===== config.mk =====
export PLATFORM = sky130hd
export DESIGN_NAME = ttb_front
export DESIGN_NICKNAME = d
export VERILOG_FILES = /design/src/sv/ttb_pkg.sv /design/src/sv/ttb_front.sv
export SDC_FILE = /design/constraint.sdc
export NUM_CORES = 1
export LEC_CHECK = 0
export ABC_AREA = 1
export BUFFER_PORTS_ARGS = -buffer_cell sky130_fd_sc_hd__buf_2
export CAP_MARGIN = 10
export CELL_PAD_IN_SITES_DETAIL_PLACEMENT = 0
export CELL_PAD_IN_SITES_GLOBAL_PLACEMENT = 1
export CORE_UTILIZATION = 37
export DETAILED_ROUTE_END_ITERATION = 6
export GPL_TIMING_DRIVEN = 0
export HOLD_SLACK_MARGIN = 0.06
export MAX_ROUTING_LAYER = met4
export PLACE_DENSITY = 0.89
export REMOVE_ABC_BUFFERS = 1
export SYNTH_ARGS = -nofsm -noshare
export SYNTH_HDL_FRONTEND = slang
export SYNTH_SLANG_ARGS = --single-unit

===== constraint.sdc =====
create_clock -name clock -period 15.4 [get_ports clock]
set_clock_uncertainty 0.05 [all_clocks]
set_input_delay 3.08 -clock clock [delete_from_list [all_inputs] [get_ports clock]]
set_output_delay 3.08 -clock clock [all_outputs]
set_load 0.01 [all_outputs]

===== src/sv/ttb_pkg.sv =====
// Shared types, widths and helpers for the triangle tangent/bitangent block.
package ttb_pkg;

   localparam int COORD_WIDTH   = 32;
   localparam int OUT_FRAC_BITS = 14;
   localparam int DIFF_W        = COORD_WIDTH + 1;
   localparam int PROD_W        = 2 * DIFF_W;
   localparam int SUM_W         = PROD_W + 1;
   localparam int MANT_W        = 24;
   localparam int LEN_W         = 2 * MANT_W + 2;
   localparam int SQ_W          = 64;
   localparam int ROOT_W        = 31;
   localparam int NUM_W         = OUT_FRAC_BITS + 31;
   localparam int DCNT_W        = $clog2(NUM_W);
   localparam int RES_W         = 16;
   localparam int PROD_COUNT    = 14;
   localparam int FIFO_DEPTH    = 2;
   localparam int PTR_W         = $clog2(FIFO_DEPTH);
   localparam int CNT_W         = PTR_W + 1;

   typedef struct packed {
      logic signed [31:0] pos_x;
      logic signed [31:0] pos_y;
      logic signed [31:0] pos_z;
      logic signed [31:0] tex_u;
      logic signed [31:0] tex_v;
   } req_type;

   typedef struct packed {
      logic signed [RES_W-1:0] tangent_x;
      logic signed [RES_W-1:0] tangent_y;
      logic signed [RES_W-1:0] tangent_z;
      logic signed [RES_W-1:0] bitangent_x;
      logic signed [RES_W-1:0] bitangent_y;
      logic signed [RES_W-1:0] bitangent_z;
      logic                    degenerate;
   } rsp_type;

   // edges and uv deltas of one triangle
   typedef struct packed {
      logic signed [DIFF_W-1:0] e1_x;
      logic signed [DIFF_W-1:0] e1_y;
      logic signed [DIFF_W-1:0] e1_z;
      logic signed [DIFF_W-1:0] e2_x;
      logic signed [DIFF_W-1:0] e2_y;
      logic signed [DIFF_W-1:0] e2_z;
      logic signed [DIFF_W-1:0] du1;
      logic signed [DIFF_W-1:0] dv1;
      logic signed [DIFF_W-1:0] du2;
      logic signed [DIFF_W-1:0] dv2;
   } tri_type;

   typedef enum logic [3:0] {
      B_IDLE, B_PROD, B_CHECK, B_LOAD, B_SHIFT, B_LEN, B_SQRT,
      B_DSET, B_DIV, B_DFIN, B_DONE
   } back_state_type;

   function automatic logic signed [DIFF_W-1:0] coord_ext(input logic [31:0] raw);
      return {raw[COORD_WIDTH-1], raw[COORD_WIDTH-1:0]};
   endfunction

endpackage


===== src/sv/ttb_front.sv =====
// Front end: holds the first two corners and forms edges and uv deltas.
module ttb_front import ttb_pkg::*; (
   input  logic    clock,
   input  logic    reset,
   input  logic    req_valid,
   output logic    req_stall,
   input  req_type req,
   output logic    push,
   output tri_type push_data,
   input  logic    queue_full
);

   logic [1:0]  corner_ff, corner_in;
   logic [31:0] pos_ff [2][3];
   logic [31:0] tex_ff [2][2];
   logic        third, accept;

   assign third     = corner_ff[1];
   assign req_stall = third & queue_full;
   assign accept    = req_valid & ~req_stall;
   assign push      = accept & third;

   always_comb begin
      corner_in = corner_ff;
      if (accept) begin
         if (third) corner_in = 2'd0;
         else corner_in = corner_ff + 2'd1;
      end
   end

   always_ff @(posedge clock) begin
      if (reset) corner_ff <= 2'd0;
      else corner_ff <= corner_in;
   end

   always_ff @(posedge clock) begin
      if (accept && !third) begin
         pos_ff[corner_ff[0]][0] <= req.pos_x;
         pos_ff[corner_ff[0]][1] <= req.pos_y;
         pos_ff[corner_ff[0]][2] <= req.pos_z;
         tex_ff[corner_ff[0]][0] <= req.tex_u;
         tex_ff[corner_ff[0]][1] <= req.tex_v;
      end
   end

   always_comb begin
      push_data.e1_x = coord_ext(pos_ff[1][0]) - coord_ext(pos_ff[0][0]);
      push_data.e1_y = coord_ext(pos_ff[1][1]) - coord_ext(pos_ff[0][1]);
      push_data.e1_z = coord_ext(pos_ff[1][2]) - coord_ext(pos_ff[0][2]);
      push_data.e2_x = coord_ext(req.pos_x) - coord_ext(pos_ff[0][0]);
      push_data.e2_y = coord_ext(req.pos_y) - coord_ext(pos_ff[0][1]);
      push_data.e2_z = coord_ext(req.pos_z) - coord_ext(pos_ff[0][2]);
      push_data.du1  = coord_ext(tex_ff[1][0]) - coord_ext(tex_ff[0][0]);
      push_data.dv1  = coord_ext(tex_ff[1][1]) - coord_ext(tex_ff[0][1]);
      push_data.du2  = coord_ext(req.tex_u) - coord_ext(tex_ff[0][0]);
      push_data.dv2  = coord_ext(req.tex_v) - coord_ext(tex_ff[0][1]);
   end

endmodule


==> qor_table.md <==
| Quantity | Reported | Unit |
| --- | --- | --- |
| Share of cells above drive strength 1 | 10.4 | % |
| Power dissipated by switching net loads | 0.00135 | W |
| Overflow left after global routing | 0 | - |
| Clock insertion delay at the later pin of the skew report | 0.56 | ns |
| Detailed-route vias per instance | 4.50 | - |
| Avg Cell Area, Syn | 6.06 | um2 |
| Violation count after the first detailed-route iteration | 1992 | - |
| Filler cell count | 10166 | - |
| Switching fraction of total power | 40.2 | % |
| Global-route wire length before repair | 174000 | um |
| Root buffer cell | sky130_fd_sc_hd__clkbuf_16 | - |
| Count of cells along the worst register-to-register path | 5 | - |
| Final core occ | 43.3 | % |
| Largest voltage drop on the vdd net | 0.0000785 | V |
| Data required time at the worst endpoint | 12.27 | ns |
| RSZ-0062 raised after global routing | false | - |
| Gate count after technology mapping | 5757 | - |
| Synthesis-to-layout area growth | 16.0 | % |
| Arithmetic-cell share of the synthesized area counting full adders, half adders and majority gates | 12.1 | % |
| Class of the tightest hold or removal check | flip-flop to flip-flop | - |
| Basic-gate share of the synthesized area counting and, or, nand and nor cells | 37.4 | % |
| Drt pass-1 iters | 5 | - |
| Most common cell after layout, fill and taps aside | sky130_fd_sc_hd__nand2_1 | - |
| Final estimated routing congestion in global placement | 0.988 | - |
| Maximum number of pins on one net before global-route repair | 15 | - |
| Worst Path Class, Setup | primary input to output pin | - |
| Die Footprint | 95500 | um2 |
| Launching element type of the critical path | primary input | - |
| Via count of the first global-routing pass | 32844 | - |
| Clock transition at the registers of the reported paths | 0.06 | ns |
| Type of element capturing the critical path | output pin | - |
| Clock sink count | 322 | - |
| Arrival time at the worst endpoint | 5.08 | ns |
| Wire length reported by the detailed router | 114000 | um |
| Standard-cell row count | 112 | - |
| Synthesized-area fraction occupied by ao, oa, aoi and oai cells | 3.51 | % |
| Highest net fanout along the worst path | 3 | - |
| Total track usage | 24.3 | % |
| Count of buffers added by post-CTS timing repair for setup | 0 | - |
| Status | finished, final reports clean | - |
| Leakage dissipation | 25.1 | nW |
| Post-synth design cell area | 34900 | um2 |
| Die Width | 309 | um |
| Max cap viols | 0 | - |
| Number of gates resized after cts | 0 | - |
| Slew at the pin closest to its max-slew limit | 1.00 | ns |
| Final routed DRC violation total | 0 | - |
| Number of instances in the placed design | 7528 | - |
| Largest buffer count on any clock path | 3 | - |
| Initial antenna violation count | 25 | - |
| H-Tree Depth | 2 | - |
| Portion of netlist area occupied by mux cells | 0 | % |
| Power Internal | 0.00200 | W |
| Xor/xnor share of the synthesized area | 3.77 | % |
| Share of total power in the clock network | 26.5 | % |
| Count of cell types in the netlist | 24 | - |
| Final period utilization | 53.3 | % |
| Shortest period the worst path allows | 8.21 | ns |
| Y dimension of the die | 309 | um |
| Combinational family with the most area after synthesis | simple AND/OR/NAND/NOR gates | - |
| Placeable Area | 93300 | um2 |
| Timing-limited maximum frequency | 0.122 | GHz |
| Clock tree from TritonCTS | done | - |
| Warnings, synthesis | 0 | - |
| Setup violations, final | 0 | - |
| Final hold violations | 0 | - |
| Power share of the sequential group | 30.9 | % |
| Post-DR wirelength/cell | 15.0 | um |
| Post-layout instance count excluding filler cells | 7616 | - |
| Hold Path Stages | 2 | - |
| Dpl hpwl | 101000 | um |
| Port Buffer Count | 495 | - |
| Number of buffers added by the clock tree synthesis step | 38 | - |
| Starting utilization of the core area | 37.4 | % |
| Post-synthesis sequential area ratio | 27.7 | % |
| Comb power frac | 42.6 | % |
| IO Pins | 496 | - |
| Hold Buf Count CTS | 0 | - |
| Total of flip-flops plus latches after synthesis | 322 | - |
| Total number of nets in the final design | 6808 | - |
| Power per unit of standard cell area | 82.9 | nW/um2 |
| Worst-case headroom to the max-slew limit | 32.9 | % |
| Highest-count cells in the layout ignoring fill and taps | sky130_fd_sc_hd__nand2_1, sky130_fd_sc_hd__inv_1, sky130_fd_sc_hd__buf_2 | - |
| Overall via count from detail_route | 34283 | - |
| Detail Route Antenna Nets | 0 | - |
| Final slew viol count | 0 | - |
-- cell usage after synthesis --
library cell | n | area (um2)
sky130_fd_sc_hd__ha_1 | 320 | 4000
sky130_fd_sc_hd__nand3_1 | 223 | 1120
sky130_fd_sc_hd__nand3_2 | 11 | 110
sky130_fd_sc_hd__xor2_1 | 130 | 1140
sky130_fd_sc_hd__buf_6 | 2 | 22.5
sky130_fd_sc_hd__dfxtp_1 | 2 | 40.0
sky130_fd_sc_hd__edfxtp_1 | 320 | 9610
sky130_fd_sc_hd__a21oi_1 | 204 | 1020
sky130_fd_sc_hd__a21o_1 | 10 | 75.1
sky130_fd_sc_hd__inv_1 | 1434 | 5380
sky130_fd_sc_hd__nand4_1 | 40 | 250
sky130_fd_sc_hd__buf_4 | 5 | 37.5
sky130_fd_sc_hd__o21bai_1 | 10 | 75.1
sky130_fd_sc_hd__fa_1 | 10 | 200
sky130_fd_sc_hd__nand2_2 | 59 | 369
sky130_fd_sc_hd__nor2_1 | 411 | 1540
sky130_fd_sc_hd__a21oi_2 | 5 | 43.8
sky130_fd_sc_hd__or2_1 | 10 | 62.6
sky130_fd_sc_hd__nand2_1 | 2485 | 9330
sky130_fd_sc_hd__nor3_1 | 22 | 110
sky130_fd_sc_hd__o21ai_0 | 2 | 10.0
sky130_fd_sc_hd__nor2_2 | 2 | 12.5
sky130_fd_sc_hd__and2_1 | 20 | 125
sky130_fd_sc_hd__xnor2_1 | 20 | 175
-- registers in the layout, indices dropped and copies added, names as in the netlist --
signal,count
corner_ff,2
pos_ff,192
tex_ff,128
-- area by class of cell --
cell class                      instances  area, um2  area share, %
Clock inverter                         25        219          0.541
Clock buffer                           44        995           2.46
Timing Repair Buffer                  524       2810           6.95
Inverter                             1434       5380           13.3
Tap cell                             1254       1570           3.88
Sequential cell                       322       9650           23.9
Multi-Input combinational cell       3994      19800           48.9
Antenna cell                           19       47.5          0.118
-- critical path, stage by stage --
cell and delay, ns:
sky130_fd_sc_hd__buf_2 0.10, sky130_fd_sc_hd__inv_1 0.04, sky130_fd_sc_hd__ha_1 0.30, sky130_fd_sc_hd__fa_1 0.45, sky130_fd_sc_hd__inv_1 0.13, sky130_fd_sc_hd__nand2_1 0.06
sky130_fd_sc_hd__nand2_1 0.07, sky130_fd_sc_hd__nand3_1 0.09, sky130_fd_sc_hd__nand2_2 0.11, sky130_fd_sc_hd__nand2_1 0.07, sky130_fd_sc_hd__nand2_2 0.12, sky130_fd_sc_hd__xor2_1 0.28
sky130_fd_sc_hd__buf_2 0.19
-- cells by family (layout without fill, tap and decap cells) --
kind of cell / Yosys count / in the layout
simple gates: 3283 / 3283
buf+inv: 1441 / 2027
flops: 322 / 322
other cells: 0 / 19
fa+ha+maj: 330 / 330
xor+xnor: 150 / 150
compound gates: 231 / 231
-- stage by stage --
step                      instance area [um2]  total power (W)  setup slack [ns]  setup TNS, ns  hold slack [ns]
after floorplan                         34800          0.00196             0.520              0            0.407
after global placement                  38800          0.00249             -5.71       -1810.11            0.438
after detailed placement                39200          0.00248              7.15              0            0.486
after CTS                               40400          0.00339              7.15              0            0.493
after global routing                    40500          0.00358              7.03              0            0.519
final                                   40500          0.00335              7.19              0            0.486
-- power groups by stage --
stage	Clock (W)	Sequential, W	Combinational [W]
floorplan	0	0.00107	0.000886
global placement	0	0.00108	0.00141
detailed placement	0	0.00105	0.00143
CTS	0.000913	0.00104	0.00144
global route	0.000939	0.00104	0.00160
finish	0.000890	0.00104	0.00143
-- metal layers --
metal	vias to the layer above	wire length, um	part of all wire, %	track usage, %
li1	18371	-	-	-
met1	15117	49700	43	28.5
met2	643	54500	48	41.7
met3	152	6730	5.9	5.08
met4	0	3450	3.0	7.21
met5	-	0	0	-
-- path summary, 6_finish.rpt --
| path | end | from | slack, ns |
|---|---|---|---|
| hold reg to reg | corner_ff[0]$_SDFFE_PP0P_ | corner_ff[0]$_SDFFE_PP0P_ | 0.49 |
| setup / recovery | push_data[16] | req[0] | 7.19 |
| setup reg to reg | pos_ff[0][78]$_DFFE_PP_ | corner_ff[1]$_SDFFE_PP0P_ | 13.08 |
| hold / removal | corner_ff[0]$_SDFFE_PP0P_ | corner_ff[0]$_SDFFE_PP0P_ | 0.49 |
Note: power is estimated with default switching activity, not from simulation.
