--- src/sv/ttb_pkg.sv ---
// Shared types, widths and helpers for the triangle tangent/bitangent block.
package ttb_pkg;

   localparam int COORD_WIDTH   = 32;
   localparam int OUT_FRAC_BITS = 14;
   localparam int DIFF_W        = COORD_WIDTH + 1;
   localparam int PROD_W        = 2 * DIFF_W;
   localparam int SUM_W         = PROD_W + 1;
   localparam int MANT_W        = 24;
   localparam int LEN_W         = 2 * MANT_W + 2;
   localparam int SQ_W          = 64;
   localparam int ROOT_W        = 31;
   localparam int NUM_W         = OUT_FRAC_BITS + 31;
   localparam int DCNT_W        = $clog2(NUM_W);
   localparam int RES_W         = 16;
   localparam int PROD_COUNT    = 14;
   localparam int FIFO_DEPTH    = 2;
   localparam int PTR_W         = $clog2(FIFO_DEPTH);
   localparam int CNT_W         = PTR_W + 1;

   typedef struct packed {
      logic signed [31:0] pos_x;
      logic signed [31:0] pos_y;
      logic signed [31:0] pos_z;
      logic signed [31:0] tex_u;
      logic signed [31:0] tex_v;
   } req_type;

   typedef struct packed {
      logic signed [RES_W-1:0] tangent_x;
      logic signed [RES_W-1:0] tangent_y;
      logic signed [RES_W-1:0] tangent_z;
      logic signed [RES_W-1:0] bitangent_x;
      logic signed [RES_W-1:0] bitangent_y;
      logic signed [RES_W-1:0] bitangent_z;
      logic                    degenerate;
   } rsp_type;

   // edges and uv deltas of one triangle
   typedef struct packed {
      logic signed [DIFF_W-1:0] e1_x;
      logic signed [DIFF_W-1:0] e1_y;
      logic signed [DIFF_W-1:0] e1_z;
      logic signed [DIFF_W-1:0] e2_x;
      logic signed [DIFF_W-1:0] e2_y;
      logic signed [DIFF_W-1:0] e2_z;
      logic signed [DIFF_W-1:0] du1;
      logic signed [DIFF_W-1:0] dv1;
      logic signed [DIFF_W-1:0] du2;
      logic signed [DIFF_W-1:0] dv2;
   } tri_type;

   typedef enum logic [3:0] {
      B_IDLE, B_PROD, B_CHECK, B_LOAD, B_SHIFT, B_LEN, B_SQRT,
      B_DSET, B_DIV, B_DFIN, B_DONE
   } back_state_type;

   function automatic logic signed [DIFF_W-1:0] coord_ext(input logic [31:0] raw);
      return {raw[COORD_WIDTH-1], raw[COORD_WIDTH-1:0]};
   endfunction

endpackage

--- src/sv/ttb_queue.sv ---
// Short queue of triangles between front end and back end.
module ttb_queue import ttb_pkg::*; (
   input  logic    clock,
   input  logic    reset,
   input  logic    push,
   input  tri_type push_data,
   output logic    full,
   input  logic    pop,
   output tri_type pop_data,
   output logic    empty
);

   tri_type          slot_ff [FIFO_DEPTH];
   logic [PTR_W-1:0] wr_ff, rd_ff;
   logic [CNT_W-1:0] count_ff, count_in;

   assign full     = count_ff == CNT_W'(FIFO_DEPTH);
   assign empty    = count_ff == '0;
   assign pop_data = slot_ff[rd_ff];

   always_comb begin
      count_in = count_ff;
      if (push && !pop) count_in = count_ff + 1'b1;
      else if (pop && !push) count_in = count_ff - 1'b1;
   end

   always_ff @(posedge clock) begin
      if (reset) begin
         wr_ff    <= '0;
         rd_ff    <= '0;
         count_ff <= '0;
      end else begin
         count_ff <= count_in;
         if (push) wr_ff <= wr_ff + 1'b1;
         if (pop) rd_ff <= rd_ff + 1'b1;
      end
   end

   always_ff @(posedge clock) begin
      if (push) slot_ff[wr_ff] <= push_data;
   end

`ifndef SYNTHESIS
   a_no_overflow: assert property (@(posedge clock) disable iff (reset)
      !(push && full)) else $error("queue push while full");
   a_no_underflow: assert property (@(posedge clock) disable iff (reset)
      !(pop && empty)) else $error("queue pop while empty");
   a_count_track: assert property (@(posedge clock) disable iff (reset)
      (push && !pop) |=> count_ff == $past(count_ff) + 1'b1)
      else $error("queue count lost a push");
`endif

endmodule

--- config.mk ---
export PLATFORM = sky130hd
export DESIGN_NAME = ttb_queue
export DESIGN_NICKNAME = d
export VERILOG_FILES = /design/src/sv/ttb_pkg.sv /design/src/sv/ttb_queue.sv
export SDC_FILE = /design/constraint.sdc
export NUM_CORES = 1
export LEC_CHECK = 0
export ABC_AREA = 1
export BUFFER_PORTS_ARGS = -buffer_cell sky130_fd_sc_hd__buf_4
export CORE_AREA = 2 2 295 297
export DETAILED_ROUTE_END_ITERATION = 16
export DIE_AREA = 0 0 297 299
export PLACE_DENSITY = 0.61
export SYNTH_ARGS = -nofsm -noshare
export SYNTH_HDL_FRONTEND = slang
export SYNTH_SLANG_ARGS = --single-unit
--- constraint.sdc ---
create_clock -name clock -period 17.1 [get_ports clock]
set_clock_uncertainty 0.05 [all_clocks]
set_input_delay 1.71 -clock clock [delete_from_list [all_inputs] [get_ports clock]]
set_output_delay 1.71 -clock clock [all_outputs]
set_load 0.03 [all_outputs]
==> results of run 1 <==
-- layout make-up --
| type | count | area [sq um] |
|---|---|---|
| flip-flops and latches | 665 | 19900 |
| well taps | 1155 | 1450 |
| inverters | 9 | 41.3 |
| clock buffers | 91 | 1940 |
| repair buffers | 677 | 5090 |
| diodes | 2 | 5.00 |
| clock inverters | 41 | 418 |
| multi-input cells | 349 | 4940 |
| fillers | 7831 | 52100 |
-- sequential cells by signal, indices dropped and copies added (netlist names), named ones only --
signal    cells
wr_ff         1
rd_ff         1
count_ff      2
slot_ff     660
-- cell usage after synthesis --
library cell / n / area, sq um
a21oi_1: 1 / 5.00
buf_12: 33 / 661
buf_2: 3 / 15.0
buf_6: 1 / 11.3
dfxtp_1: 5 / 100
edfxtp_1: 660 / 19800
ha_1: 1 / 12.5
inv_1: 9 / 33.8
mux2_2: 30 / 338
mux2_4: 300 / 4500
nand2_1: 5 / 18.8
nand3_1: 1 / 5.00
nand4_1: 1 / 6.26
nor2_1: 7 / 26.3
nor3_1: 1 / 5.00
o21ai_0: 1 / 5.00
xnor2_1: 1 / 8.76
-- where the power goes --
group / switching [mW] / total, mW / internal [mW]
sequential: 0.0257 / 1.92 / 1.89
combinational: 0.344 / 0.624 / 0.280
clock: 0.646 / 1.54 / 0.891
total: 1.02 / 4.08 / 3.06
-- cells by family after synthesis --
family / share of synthesized area (%)
AOI/OAI and AO/OA: 0.0391
xor gates and xnor gates: 0.0343
adders and majority gates: 0.0489
buffers and inverters: 2.82
DFF: 77.9
muxes: 18.9
and+or+nand+nor: 0.240
-- layer usage --
metal	global-route usage, %	up-vias	share of wire (%)
met2	22.4	458	53
met1	13.1	6201	37
met4	5.28	2	3.2
met5	0	-	0.028
met3	4.10	108	7.5
li1	-	5651	-
-- worst reg2reg max path, stage by stage, from the launching register on --
cell	delay (ps)
dfxtp_1	340
nor2_4	380
buf_4	560
buf_4	950
buf_4	1010
-- final timing paths --
kind	startpoint	end	slack (ps)	cells past startpoint
worst min-delay path	wr_ff	wr_ff	500	2
worst max-delay path	flop	pop_data[182]	11310	4
worst max register to register	wr_ff	slot_ff[0][184]	13360	4
worst min register to register	wr_ff	wr_ff	500	2
-- through the flow --
step	hold WS (ps)	setup slack [ps]	cells	util (%)
after global placement	452	11870	2855	36.6
after CTS	498	11230	2987	39.3
after global routing	526	11070	2989	39.3
after floorplan	430	482	1060	-
after detailed placement	478	11810	2855	36.6
final	498	11310	2989	39.3
==> flow_summary.json, run 1 <==
{
  "vias": 12400,
  "cts_tree": "built",
  "critPathMaxStageDelay_ps": 960,
  "drtIter0Drc": 725,
  "crit_type": "reg -> out",
  "htreeDepth": 3,
  "wire_per_inst_microns": 19.3,
  "hpwl_microns": 39400,
  "grt_pass1_vias": 13500,
  "cts_inserted_buffers": 74,
  "worst_setup_path_start_kind": "flop",
  "status": "finished clean",
  "antenna_found_initial": 3,
  "cap_violations": 0,
  "die-area_sq_um": 88800,
  "cts_sinks": 665,
  "ys_types": 17,
  "ys_ff_latch": 665,
  "peakVddDrop_v": 0.0000842,
  "die_x_microns": 297,
  "ant_nets": 0,
  "setup_viol": 0,
  "post_cts_buffers": 0,
  "worstPathRequired_ps": 15340,
  "powerDensity_nw_per_um2": 121,
  "yosys_warnings": 0,
  "syn_to_final_growth_pct": 32.2,
  "cts_buffer_depth": 3,
  "final_cell_area_sq_um": 33800,
  "grt_pass1_wl_microns": 83400,
  "post_dp_cell_area_sq_um": 31400,
  "place_congestion": 0.788,
  "path_buf_inv": 3,
  "path_cells": "buf_4, buf_4, mux2_4, buf_4",
  "synth.avg_cell_area_sq_um": 24.1,
  "end_kind": "primary output",
  "crit_slowest_cell": "buf_4",
  "final_cell_mix": "676 x buf_4, 660 x edfxtp_1, 300 x mux2_4",
  "syn_area_sq_um": 25600,
  "core-area_sq_um": 85900,
  "dr.pass1.iters": 4,
  "cp.arrival_ps": 4030,
  "rsz0062_at_grt": "no",
  "drv_slew": 0,
  "route.detailed.drc": 0,
  "cts.clk_slew.worst_paths_ps": 60,
  "period_minus_slack_ps": 5790,
  "rows": 108,
  "synth_nets": 1395,
  "finalHoldViolations": 0,
  "fin_tns_setup_ps": 0,
  "final_common_cell": "buf_4",
  "via_per_inst": 4.16,
  "chipHeight_microns": 299,
  "hold_path_class": "reg -> reg",
  "wl_microns": 57500,
  "holdBufCountCts": 0,
  "grt_util_all_layers_pct": 12.4,
  "worst-slew-pin-transition_ps": 1120,
  "cp_common_cell": "buf_4",
  "grt_max_degree": 128,
  "cts_resized": 0,
  "initial_core_util_pct": 29.8,
  "fin_total_pwr_mw": 4.08,
  "grt-ovfl-total": 0,
  "critPathTopFamily": "buffers and inverters",
  "ys_seq_area_share_pct": 77.9,
  "fmax_mhz": 173,
  "synth_cells": 1060,
  "numPortBuffers": 665,
  "pin_count": 666,
  "p_leak_nw": 13.1,
  "drive_above_1_share_pct": 60.6,
  "period_share_pct": 33.9,
  "cp_max_fo": 58,
  "root_buffer": "clkbuf_16",
  "finalNetCount": 2111,
  "slew_headroom_pct": 25.6,
  "clk_latency_ps": 600
}
(Power assumes the default switching activity.)
==> run 2, diff against run 1 <==
- clock period: 17.1 -> 5 ns (I/O delays scaled with it)
==> flow_summary.json, run 2 (synthesis results as in run 1) <==
{
  "dp_slack_ps": 2290,
  "cts_resized": 0,
  "end_kind": "primary output",
  "final_cell_mix": "692 x buf_4, 660 x edfxtp_1, 300 x mux2_4",
  "clk_latency_ps": 590,
  "syn_to_final_growth_pct": 43.1,
  "post_dp_cell_area_sq_um": 31700,
  "pin_count": 666,
  "rsz0062_at_grt": "no",
  "grt_util_all_layers_pct": 13.1,
  "path_cells": "buf_4, mux2_2, buf_4",
  "whs_ps": 50.9,
  "fin_total_pwr_mw": 14.1,
  "place_congestion": 0.789,
  "cp_common_cell": "buf_4",
  "dr.pass1.iters": 4,
  "final_common_cell": "buf_4",
  "wire_per_inst_microns": 18.7,
  "via_per_inst": 4.15,
  "multi_input_area_sq_um": 4960,
  "peakVddDrop_v": 0.000289,
  "core-area_sq_um": 85900,
  "ant_nets": 0,
  "grt_max_degree": 121,
  "rows": 108,
  "post_cts_buffers": 0,
  "crit_slowest_cell": "dfxtp_4",
  "cp_max_fo": 47,
  "period_minus_slack_ps": 3290,
  "die-area_sq_um": 88800,
  "slew_headroom_pct": 37.9,
  "finalHoldViolations": 0,
  "hpwl_microns": 41600,
  "placed_cells": 2878,
  "path_buf_inv": 2,
  "layoutNonFillerInstCount": 3270,
  "finalNetCount": 2388,
  "hold_path_class": "in -> reg",
  "fmax_mhz": 304,
  "htreeDepth": 3,
  "cts_inserted_buffers": 72,
  "cts_tree": "built",
  "cts_sinks": 665,
  "worstPathRequired_ps": 4450,
  "numPortBuffers": 665,
  "worst-slew-pin-transition_ps": 931,
  "wl_microns": 61100,
  "period_share_pct": 65.7,
  "antenna_found_initial": 2,
  "worst_setup_path_start_kind": "flop",
  "nFillCells": 7563,
  "root_buffer": "clkbuf_16",
  "largest-register": "slot_ff",
  "chipHeight_microns": 299,
  "largest_reg_flops": 660,
  "vias": 13600,
  "initial_core_util_pct": 29.8,
  "status": "finished clean",
  "drive_above_1_share_pct": 53.8,
  "top_regs": "slot_ff: 660 flops, count_ff: 2 flops",
  "critPathTopFamily": "flip-flops",
  "grt_pass1_vias": 15000,
  "final_cell_area_sq_um": 36600,
  "cts.clk_slew.worst_paths_ps": 60,
  "powerDensity_nw_per_um2": 384,
  "grt_pass1_wl_microns": 89400,
  "grt-ovfl-total": 0,
  "final_core_util_pct": 42.6,
  "critPathMaxStageDelay_ps": 910,
  "cts_buffer_depth": 3,
  "cp.arrival_ps": 2740,
  "fin_tns_setup_ps": 0,
  "cap_violations": 0,
  "drv_slew": 0,
  "route.detailed.drc": 0,
  "p_leak_nw": 14.3,
  "setup_viol": 0,
  "regArea_sq_um": 19900,
  "drtIter0Drc": 655,
  "die_x_microns": 297,
  "crit_type": "reg -> out",
  "holdBufCountCts": 256,
  "fin_ws_ps": 1710
}
## run 2: cell types whose count changed in the layout (fill, tap and decap cells not counted), moves of 2 or more
cell           delta
buf_12            +7
buf_4            +16
clkinv_1          +8
clkinv_16         -2
clkinvlp_4        +2
clkinv_8          +3
dlygate4sd3_1   +256
inv_8             -3
clkbuf_1          -6
## run 2: final timing paths
path | from | end | slack [ps] | depth (start not counted)
min reg2reg | rd_ff | flop | 470 | 2
max reg2reg | wr_ff | slot_ff[1][222] | 2730 | 3
min | push_data[13] | slot_ff[0][13] | 50 | 1
max | flop | pop_data[328] | 1710 | 3
## run 2: layer usage
metal	up-vias	wire length [microns]	share of wire (%)	track usage, %
met5	-	0	0	0
met4	0	1980	3.2	5.10
met1	6753	22400	37	14.0
met3	119	4650	7.6	4.73
met2	471	32100	53	23.7
li1	6226	-	-	-
## run 2: cell type report
class	count	share of cell area, %
Sequential cell	665	54.4
Timing Repair Buffer	956	21.6
Multi-Input combinational cell	349	13.5
Clock buffer	84	5.16
Tap cell	1155	3.95
Clock inverter	50	1.13
Inverter	9	0.137
Antenna cell	2	0.0137
## run 2: report_power, final
part,total (mW),switching [mW],internal (mW),leakage (nW)
combinational,2.34,1.24,1.10,6.92
sequential,6.56,0.0925,6.47,6.24
clock,5.16,2.17,2.99,1.13
